`src/rtl/ple_pkg.sv`:
```
// shared constants, codes and the cell control word for the positional list engine
package ple_pkg;

    localparam int DATA_W       = 32;
    localparam int POS_W        = 8;
    localparam int COUNT_W      = 5;
    localparam int FUNC_W       = 2;
    localparam int STATUS_W     = 2;
    localparam int CAPACITY_DEF = 16;

    localparam logic [FUNC_W-1:0] FUNC_INSERT = 2'd0;
    localparam logic [FUNC_W-1:0] FUNC_DELETE = 2'd1;
    localparam logic [FUNC_W-1:0] FUNC_READ   = 2'd2;

    localparam logic [STATUS_W-1:0] STATUS_OK    = 2'd0;
    localparam logic [STATUS_W-1:0] STATUS_FULL  = 2'd1;
    localparam logic [STATUS_W-1:0] STATUS_RANGE = 2'd2;

    typedef struct packed {
        logic              shift_up;
        logic              shift_down;
        logic [POS_W-1:0]  pos;
        logic [DATA_W-1:0] value;
    } cell_ctl_t;

endpackage

```
`src/rtl/positional_list_engine_top.sv`:
```
// positional list engine: row of shifting cells plus count and result register
//
//  channel | handshake            | word
//  --------+----------------------+-------------------------------------------
//  in      | in_valid / in_ready  | func, position, value
//  out     | out_valid / out_ready| read_value, count, is_empty, status
//
// one word per cycle while in_ready is high: the whole row of cells shifts in the accept
// cycle and the result lands in the output register on the same edge
// out_valid rises in the cycle after the input word is accepted
// in_ready stays high while the output register is empty or being drained
// reset clears the entry count and the output valid; cell contents are not reset
module positional_list_engine_top #(
    parameter int CAPACITY = ple_pkg::CAPACITY_DEF
) (
    input  logic                         clk,
    input  logic                         rst_n,
    input  logic                         in_valid,
    output logic                         in_ready,
    input  logic [ple_pkg::FUNC_W-1:0]   func,
    input  logic [ple_pkg::POS_W-1:0]    position,
    input  logic signed [ple_pkg::DATA_W-1:0] value,
    output logic                         out_valid,
    input  logic                         out_ready,
    output logic signed [ple_pkg::DATA_W-1:0] read_value,
    output logic [ple_pkg::COUNT_W-1:0]  count,
    output logic                         is_empty,
    output logic [ple_pkg::STATUS_W-1:0] status
);
    import ple_pkg::*;

    localparam int CNT_W = $clog2(CAPACITY + 1);
    localparam int CMP_W = (CNT_W > POS_W) ? CNT_W : POS_W;
    localparam logic [CNT_W-1:0] CAP_CNT = CNT_W'(CAPACITY);

    logic [CNT_W-1:0]    count_reg;
    logic [CNT_W-1:0]    count_next;
    logic                out_valid_reg;
    logic [DATA_W-1:0]   read_value_reg;
    logic [DATA_W-1:0]   read_value_next;
    logic [COUNT_W-1:0]  count_out_reg;
    logic                is_empty_reg;
    logic [STATUS_W-1:0] status_reg;
    logic [STATUS_W-1:0] status_next;

    logic              accept;
    logic              full;
    logic [CMP_W-1:0]  pos_w;
    logic [CMP_W-1:0]  cnt_w;
    logic              in_range;
    logic              insert_ok;
    logic              delete_ok;
    logic              read_ok;
    logic [POS_W-1:0]  ins_pos;
    logic [DATA_W-1:0] rd_bus;
    cell_ctl_t         ctl;

    logic [DATA_W-1:0] cell_data [CAPACITY];
    logic [DATA_W-1:0] cell_tap  [CAPACITY];

    assign in_ready = !out_valid_reg || out_ready;
    assign accept   = in_valid && in_ready;

    assign full     = (count_reg == CAP_CNT);
    assign pos_w    = CMP_W'(position);
    assign cnt_w    = CMP_W'(count_reg);
    assign in_range = (pos_w < cnt_w);

    // past the end an insert becomes an append at the current count
    assign ins_pos   = (pos_w > cnt_w) ? POS_W'(cnt_w) : position;
    assign insert_ok = accept && (func == FUNC_INSERT) && !full;
    assign delete_ok = accept && (func == FUNC_DELETE) && in_range;
    assign read_ok   = (func == FUNC_READ) && in_range;

    always_comb
    begin
        ctl.shift_up   = insert_ok;
        ctl.shift_down = delete_ok;
        ctl.pos        = (func == FUNC_INSERT) ? ins_pos : position;
        ctl.value      = value;
    end

    genvar gi;
    generate
        for (gi = 0; gi < CAPACITY; gi++)
        begin : g_cell
            logic [DATA_W-1:0] left_d;
            logic [DATA_W-1:0] right_d;

            if (gi == 0)
            begin : g_first
                assign left_d = '0;
            end
            else
            begin : g_mid_l
                assign left_d = cell_data[gi-1];
            end

            if (gi == CAPACITY - 1)
            begin : g_last
                assign right_d = '0;
            end
            else
            begin : g_mid_r
                assign right_d = cell_data[gi+1];
            end

            ple_cell #(
                .IDX (gi)
            ) u_cell (
                .clk        (clk),
                .ctl        (ctl),
                .left_data  (left_d),
                .right_data (right_d),
                .data       (cell_data[gi]),
                .tap        (cell_tap[gi])
            );
        end
    endgenerate

    // at most one cell matches, so the taps combine by or
    always_comb
    begin
        rd_bus = '0;
        for (int i = 0; i < CAPACITY; i++)
            rd_bus = rd_bus | cell_tap[i];
    end

    always_comb
    begin
        count_next      = count_reg;
        status_next     = STATUS_OK;
        read_value_next = '0;
        unique case (func)
            FUNC_INSERT:
            begin
                if (full)
                    status_next = STATUS_FULL;
                else
                    count_next = count_reg + CNT_W'(1);
            end
            FUNC_DELETE:
            begin
                if (in_range)
                    count_next = count_reg - CNT_W'(1);
                else
                    status_next = STATUS_RANGE;
            end
            FUNC_READ:
            begin
                if (read_ok)
                    read_value_next = rd_bus;
                else
                    status_next = STATUS_RANGE;
            end
            default:
            begin
                status_next = STATUS_OK;
            end
        endcase
    end

    always_ff @(posedge clk or negedge rst_n)
    begin
        if (!rst_n)
        begin
            count_reg     <= '0;
            out_valid_reg <= 1'b0;
        end
        else
        begin
            if (accept)
            begin
                count_reg     <= count_next;
                out_valid_reg <= 1'b1;
            end
            else if (out_ready)
            begin
                out_valid_reg <= 1'b0;
            end
        end
    end

    always_ff @(posedge clk)
    begin
        if (accept)
        begin
            read_value_reg <= read_value_next;
            count_out_reg  <= COUNT_W'(count_next);
            is_empty_reg   <= (count_next == '0);
            status_reg     <= status_next;
        end
    end

    assign out_valid  = out_valid_reg;
    assign read_value = read_value_reg;
    assign count      = count_out_reg;
    assign is_empty   = is_empty_reg;
    assign status     = status_reg;

endmodule

```
`src/rtl/ple_cell.sv`:
```
// one list slot: holds an entry, shifts with its neighbors, taps out on a position match
module ple_cell #(
    parameter int IDX = 0
) (
    input  logic                    clk,
    input  ple_pkg::cell_ctl_t      ctl,
    input  logic [ple_pkg::DATA_W-1:0] left_data,
    input  logic [ple_pkg::DATA_W-1:0] right_data,
    output logic [ple_pkg::DATA_W-1:0] data,
    output logic [ple_pkg::DATA_W-1:0] tap
);
    import ple_pkg::*;

    localparam logic [POS_W-1:0] IDX_P = POS_W'(IDX);

    logic [DATA_W-1:0] data_reg;
    logic [DATA_W-1:0] data_next;

    always_comb
    begin
        data_next = data_reg;
        if (ctl.shift_up)
        begin
            if (IDX_P == ctl.pos)
                data_next = ctl.value;
            else if (IDX_P > ctl.pos)
                data_next = left_data;
        end
        else if (ctl.shift_down)
        begin
            if (IDX_P >= ctl.pos)
                data_next = right_data;
        end
    end

    // entries are payload: written before they are ever read
    always_ff @(posedge clk)
    begin
        data_reg <= data_next;
    end

    assign data = data_reg;
    assign tap  = (IDX_P == ctl.pos) ? data_reg : '0;

endmodule

```
`config.mk`:
```
export PLATFORM = sky130hd
export DESIGN_NAME = positional_list_engine_top
export DESIGN_NICKNAME = d
export VERILOG_FILES = /design/src/rtl/ple_pkg.sv /design/src/rtl/positional_list_engine_top.sv /design/src/rtl/ple_cell.sv
export SDC_FILE = /design/constraint.sdc
export NUM_CORES = 2
export LEC_CHECK = 0
export ABC_AREA = 1
export BUFFER_PORTS_ARGS = -buffer_cell sky130_fd_sc_hd__buf_4
export CAP_MARGIN = 15
export CORE_ASPECT_RATIO = 0.5
export CORE_MARGIN = 10
export CORE_UTILIZATION = 35
export DETAILED_ROUTE_END_ITERATION = 7
export GPL_ROUTABILITY_DRIVEN = 0
export PLACE_DENSITY = 0.56
export SLEW_MARGIN = 20
export SYNTH_ARGS = -nofsm -noshare
export SYNTH_HDL_FRONTEND = slang
export SYNTH_SLANG_ARGS = --single-unit
```
`constraint.sdc`:
```
create_clock -name clk -period 6.5 [get_ports clk]
set_clock_uncertainty 0.2 [all_clocks]
set_input_delay 0.65 -clock clk [delete_from_list [all_inputs] [get_ports clk]]
set_output_delay 0.65 -clock clk [all_outputs]
set_load 0.03 [all_outputs]
```
# After elaboration in Yosys (flattened, before gate mapping)
# Cells that the tools add are included.
# totals
ff_bits	558
latch_bits	0
ramBits	0
rom_bits	0
inputBits	46
wordCells	261
n_memories	0
# op_classes
add_sub_neg	2
n_mul	0
div	0
magnitude_cmp	34
n_eq_ne	34
n_shift	0
mux	107
bitwise_logic	15
reduce_logical	47
# ops
operator	count
2-to-1 mux 32 bit	96
bitwise OR 32 bit	15
equality test 4 x 8 -> 1 bit (first input constant)	8
>= comparator 4 x 8 -> 1 bit (first input constant)	8
greater-than comparator 4 x 8 -> 1 bit (first input constant)	8
inequality test 3 x 1 -> 1 bit (second input constant)	16
AND reduction 3 bit	16
nonzero test 2 bit	18
equality test 3 x 8 -> 1 bit (first input constant)	4
>= comparator 3 x 8 -> 1 bit (first input constant)	4
greater-than comparator 3 x 8 -> 1 bit (first input constant)	4
equality test 2 x 8 -> 1 bit (first input constant)	2
>= comparator 1 x 8 -> 1 bit (first input constant)	2
>= comparator 2 x 8 -> 1 bit (first input constant)	2
greater-than comparator 1 x 8 -> 1 bit (first input constant)	2
greater-than comparator 2 x 8 -> 1 bit (first input constant)	2
2-to-1 mux 8 bit	2
2-to-1 mux 5 bit	2
case mux 5 bit (2 select lines)	1
equality test 1 x 8 -> 1 bit (first input constant)	1
greater-than comparator 8 x 5 -> 1 bit	1
logical NOT 8 bit	1
< comparator 8 x 5 -> 1 bit	1
logical AND 1 bit	6
13 further kinds	17

# Depth between registers and ports, before layout
# logic_depth
depth_word	20
ltp_mapped	22
mapped_depth_nobuf	21

# By module
# A second synthesis with hierarchy kept.
# unflattened
hier_cells	5987
hier_area_um2	40729.1
# by_module_without_submodules
mod	n_inst	cells_each	area_each_um2
ple_cell at g_cell[4].u_cell ...	3	356	2324.7
positional_list_engine_top	1	340	3399.5
ple_cell at g_cell[6].u_cell	1	356	2356.0
ple_cell at g_cell[2].u_cell	1	358	2354.8
ple_cell at g_cell[14].u_cell	1	354	2353.5
ple_cell at g_cell[1].u_cell	1	356	2349.8
ple_cell at g_cell[3].u_cell	1	355	2349.8
ple_cell at g_cell[7].u_cell	1	354	2344.7
ple_cell at g_cell[13].u_cell	1	353	2342.2
ple_cell at g_cell[10].u_cell	1	357	2341.0
ple_cell at g_cell[15].u_cell	1	352	2337.2
ple_cell at g_cell[11].u_cell	1	354	2323.5
ple_cell at g_cell[9].u_cell	1	356	2321.0
ple_cell at g_cell[12].u_cell	1	356	2316.0
ple_cell at g_cell[0].u_cell	1	318	2265.9

# Worst setup path after synthesis
# OpenSTA, ideal clock, no wires.
# synth_path
kind	input port to flip-flop
startpoint	input position[3] in the netlist's numbering
endpoint	register g_cell[8].u_cell.data_reg[0], enable pin
setup_ps	391
t_arrival_ps	6109
path_slack_ps	-200
cell_stages	18
n_path_buf	1
path_cell_list	ha_1 nand2_1 inv_2 nand2_1 nand2_1 nand2_1 nand2_2 buf_4 inv_1 nand2_1 nand2_1 inv_1 nor2_1 inv_1 nor2_1 inv_1 nor2_1 o21a_1
# synth_via
elab_chain_cells	6
# synth_rtl
item	line	source
from (decl)	positional_list_engine_top.sv:21	input logic [ple_pkg::POS_W-1:0] position,
greater-than comparator 8 x 5 -> 1 bit	positional_list_engine_top.sv:70	assign ins_pos = (pos_w > cnt_w) ? POS_W'(cnt_w) : position;
2-to-1 mux 8 bit	positional_list_engine_top.sv:70	
2-to-1 mux 8 bit	positional_list_engine_top.sv:79	ctl.pos = (func == FUNC_INSERT) ? ins_pos : position;
greater-than comparator 4 x 8 -> 1 bit, or another cell as far along	ple_cell.sv:26	else if (IDX_P > ctl.pos)
inequality test 3 x 1 -> 1 bit (no line) or nonzero test 2 bit (tied branches)	-	
AND reduction 3 bit (no line) (*)	-	
to (signal assigned)	ple_cell.sv:39	data_reg <= data_next;
to (decl)	ple_cell.sv:16	logic [DATA_W-1:0] data_reg;
# Every way passes the cells marked *; elsewhere a longest branch is shown, timed or not.
# A chain may end at the register's enable or synchronous reset.

# Worst setup path in the final report
# layout_path
startpoint	register count_reg[2]
endpoint	register g_cell[9].u_cell.data_reg[27], enable pin
# layout_via
elab_chain_cells	6
# layout_rtl
item	line	source
from (decl)	positional_list_engine_top.sv:36	logic [CNT_W-1:0] count_reg;
from (signal assigned)	positional_list_engine_top.sv:174	count_reg <= count_next;
greater-than comparator 8 x 5 -> 1 bit	positional_list_engine_top.sv:70	
2-to-1 mux 8 bit	positional_list_engine_top.sv:70	
2-to-1 mux 8 bit	positional_list_engine_top.sv:79	
greater-than comparator 4 x 8 -> 1 bit, or another cell as far along	ple_cell.sv:26	
inequality test 3 x 1 -> 1 bit (no line) or nonzero test 2 bit (tied branches)	-	
AND reduction 3 bit (no line) (*)	-	
to (signal assigned)	ple_cell.sv:39	
to (decl)	ple_cell.sv:16	
# Marks and branches as above.

==> results by group <==
Placed design
  • Placed Instances: 5073
  • DP HPWL: 74220 um
  • Port Buf Inserts: 87
  • Worst-case setup slack after placement: 1.513 ns

Setup path
  • Type of element launching the critical path: register
  • Crit Path Category: reg -> reg
  • Kind of capture point of the worst setup path: register
  • Required time at the endpoint of the critical path: 6.56 ns
  • Data arrival time of the critical path: 4.98 ns
  • Crit path max fanout: 33

Logic synthesis
  • Syn Std Cell Area: 0.03251 mm2
  • Number of nets in the synthesized netlist: 4060
  • Sequential element share of the synthesized area: 51.44%
  • Count of distinct cell types in the synthesized netlist: 32
  • Count of synthesis-stage warnings from yosys: 0
  • Synth Area per Inst: 8.115 um2
  • Synthesis-stage register bit count: 558
  • Post-synthesis instance total: 4007

Flow run
  • Maximum capacitance violations: 0

Pwr
  • Switching part of the total: 28.10%
  • Internal: 6.216 mW
  • Fraction of power consumed by the clock network: 40.5%
  • Proportion of power drawn by combinational gates: 12.5%
  • Pwr per Cell Area: 239.4 mW/mm2
  • Power dissipated by switching net loads: 2.429 mW
  • Leak Pwr: 14.20 nW
  • Worst ir drop on vdd: 0.1881 mV
  • Share of total power in sequential cells: 46.9%

Layout
  • Commonest non-fill, non-tap cell in the layout: sky130_fd_sc_hd__o21ai_0
  • Fraction of layout instances using a drive strength above 1: 7.835%
  • Final nets: 3948
  • Commonest cells after routing, fill and taps aside: 658 x sky130_fd_sc_hd__o21ai_0, 552 x sky130_fd_sc_hd__edfxtp_1, 491 x sky130_fd_sc_hd__inv_1
  • Area growth from synthesis to layout: 11.07%
  • Largest register FFs: 512
  • Utilization of the core after routing: 39.53%
  • Fin cells: 5185

Clocking
  • Total of cells resized after clock tree synthesis: 0
  • Root Buffer: sky130_fd_sc_hd__clkbuf_16
  • TritonCTS clock tree: built
  • CTS Buf Count: 59
  • Setup bufs post-CTS: 0
  • Buffer depth of the longest clock path: 3
  • Clock slew seen by the registers of the worst setup and hold paths: 0.07 ns
  • CTS H-Tree Depth: 2
  • Clock Sinks: 558
  • Clock network latency to the later pin of the worst-skew pair: 0.66 ns
  • Hold_buf cts: 1

Timing
  • Hold Violations, Final: 0
  • Slew @ Worst Pin: 1.445 ns
  • Unrepaired setup endpoints after global routing: false
  • Final WS setup: 1.582 ns
  • Fraction of the cycle the final worst path needs: 75.66%
  • Max frequency: 0.2033 GHz
  • Count of final max-slew check failures: 0
  • Total of endpoints with negative setup slack in the final report: 0
  • Headroom to the max-slew limit: 3.677%
  • Final setup TNS: 0 ns
  • Min Clock Period, post-route: 4.918 ns

Die
  • Std cell rows: 78
  • I/O pin total: 88
  • Initial standard-cell utilization of the core: 35.59%
  • Core footprint: 0.09135 mm2
  • Die Width: 451.0 um
  • Die Area: 0.1062 mm2
  • Height of the chip: 235.5 um

Detailed routing
  • Vias after detailed routing: 30.28k
  • Routed via count divided by cell count: 5.840
  • DRC violation count after routing: 0
  • Final wirelength: 126400 um
  • ANT nets after route: 0
  • Starting DRT DRC Count: 4585
  • Routed wirelength normalized by instance count: 24.38 um
  • Total iterations of the first detailed-routing run: 8

GRT
  • Global Route Usage Sum: 22.51%
  • Global-route wire length before repair: 185100 um
  • Leftover overflow at the end of global routing: 0
  • Pin count of the biggest net entering global routing: 261
  • Number of global-route vias before repair: 27.90k
  • Antenna violations before repair: 3

Run status
  • Run status: finished clean

Worst hold path
  • Hold Path Class: in -> reg
## final timing paths
check                           cells after the start          from  slack (ns)                   endpoint
worst max-delay path                               18  count_reg[2]        1.58  g_cell[9].u_cell.data[27]
worst min-delay path                                4     out_ready        0.08                  out_valid
worst max register to register                     18  count_reg[2]        1.58  g_cell[9].u_cell.data[27]
worst min register to register                      2     out_valid        0.34                  out_valid
max in group asynchronous                           2         rst_n        5.82               count_reg[3]
min in group asynchronous                           2         rst_n        0.15                  out_valid
## synth_stat cells, drive strengths merged
library cell | n | area, um2
o21ai | 883 | 4419
edfxtp | 552 | 16580
inv | 499 | 1873
nand3 | 427 | 2155
a21oi | 426 | 2143
nand2 | 412 | 1612
nor2 | 355 | 1393
clkbuf | 202 | 758.2
buf | 130 | 623.1
o22ai | 65 | 406.6
o31ai | 31 | 232.7
ha | 7 | 87.58
dfrtp | 6 | 150.1
nor3 | 4 | 20.02
xor2 | 3 | 26.28
a221oi | 1 | 8.760
mux2 | 1 | 11.26
nand4 | 1 | 6.260
o21a | 1 | 7.510
or2 | 1 | 6.260
## per-stage QoR
step	area, um2	total power [mW]	hold WS [ns]
final	36110	8.645	0.08445
after global routing	36110	8.886	0.09510
after CTS	36110	8.637	0.05970
after detailed placement	34190	5.186	0.2734
after global placement	34170	5.182	0.2746
after floorplan	32520	4.751	0.1544
## power by group through the flow
stage | sequential [mW] | combinational [mW] | clock, mW
3_5_place_dp | 4.13 | 1.05 | 0
5_1_grt | 4.06 | 1.15 | 3.67
4_1_cts | 4.06 | 1.05 | 3.53
6_report | 4.06 | 1.08 | 3.50
2_1_floorplan | 4.16 | 0.594 | 0
3_3_place_gp | 4.13 | 1.05 | 0
## per-layer routing
metal | GRT usage (%) | vias up | routed length, um
met5 | 0 | - | 0
met4 | 5.569 | 0 | 2717
met3 | 5.342 | 207 | 15920
met2 | 32.68 | 1938 | 52750
met1 | 33.22 | 14510 | 55030
li1 | - | 13630 | -
## final cells by class
type	count	area, um2
tap	1240	1551
fill	9310	55230
inverter	499	1882
sequential	558	16730
antenna	1	2.502
timing repair buffer	159	1309
clock buffer	76	1593
clock inverter	34	314.1
multi-input combinational	2618	12740
## critical path, stage by stage, from the launching register on
cell and delay (ns):
sky130_fd_sc_hd__dfrtp_1 0.43, sky130_fd_sc_hd__inv_1 0.21, sky130_fd_sc_hd__ha_1 0.28, sky130_fd_sc_hd__nand2_1 0.10, sky130_fd_sc_hd__inv_2 0.03, sky130_fd_sc_hd__nand2_1 0.06, sky130_fd_sc_hd__nand2_1 0.05, sky130_fd_sc_hd__nand2_1 0.07
sky130_fd_sc_hd__nand2_2 0.16, sky130_fd_sc_hd__inv_1 0.19, sky130_fd_sc_hd__nand2_1 0.09, sky130_fd_sc_hd__nand2_1 0.10, sky130_fd_sc_hd__inv_1 0.06, sky130_fd_sc_hd__nor2_1 0.17, sky130_fd_sc_hd__inv_1 0.30, sky130_fd_sc_hd__nor2_4 0.17
sky130_fd_sc_hd__buf_4 0.69, sky130_fd_sc_hd__o21ai_0 0.25, sky130_fd_sc_hd__inv_2 0.86
## kinds of logic (layout without fill, tap and decap cells)
group,count (synthesis),in the layout,share of synthesized area (%)
AO/OA/AOI/OAI,1407,1407,22.20
AND/OR/NAND/NOR,1200,1200,15.97
buffers and inverters,831,768,10.01
flip-flops,558,558,51.44
adder cells (fa/ha/maj),7,7,0.2694
XOR/XNOR,3,3,0.08082
multiplexers,1,1,0.03463
other,0,1,0
(Power assumes the default switching activity.)
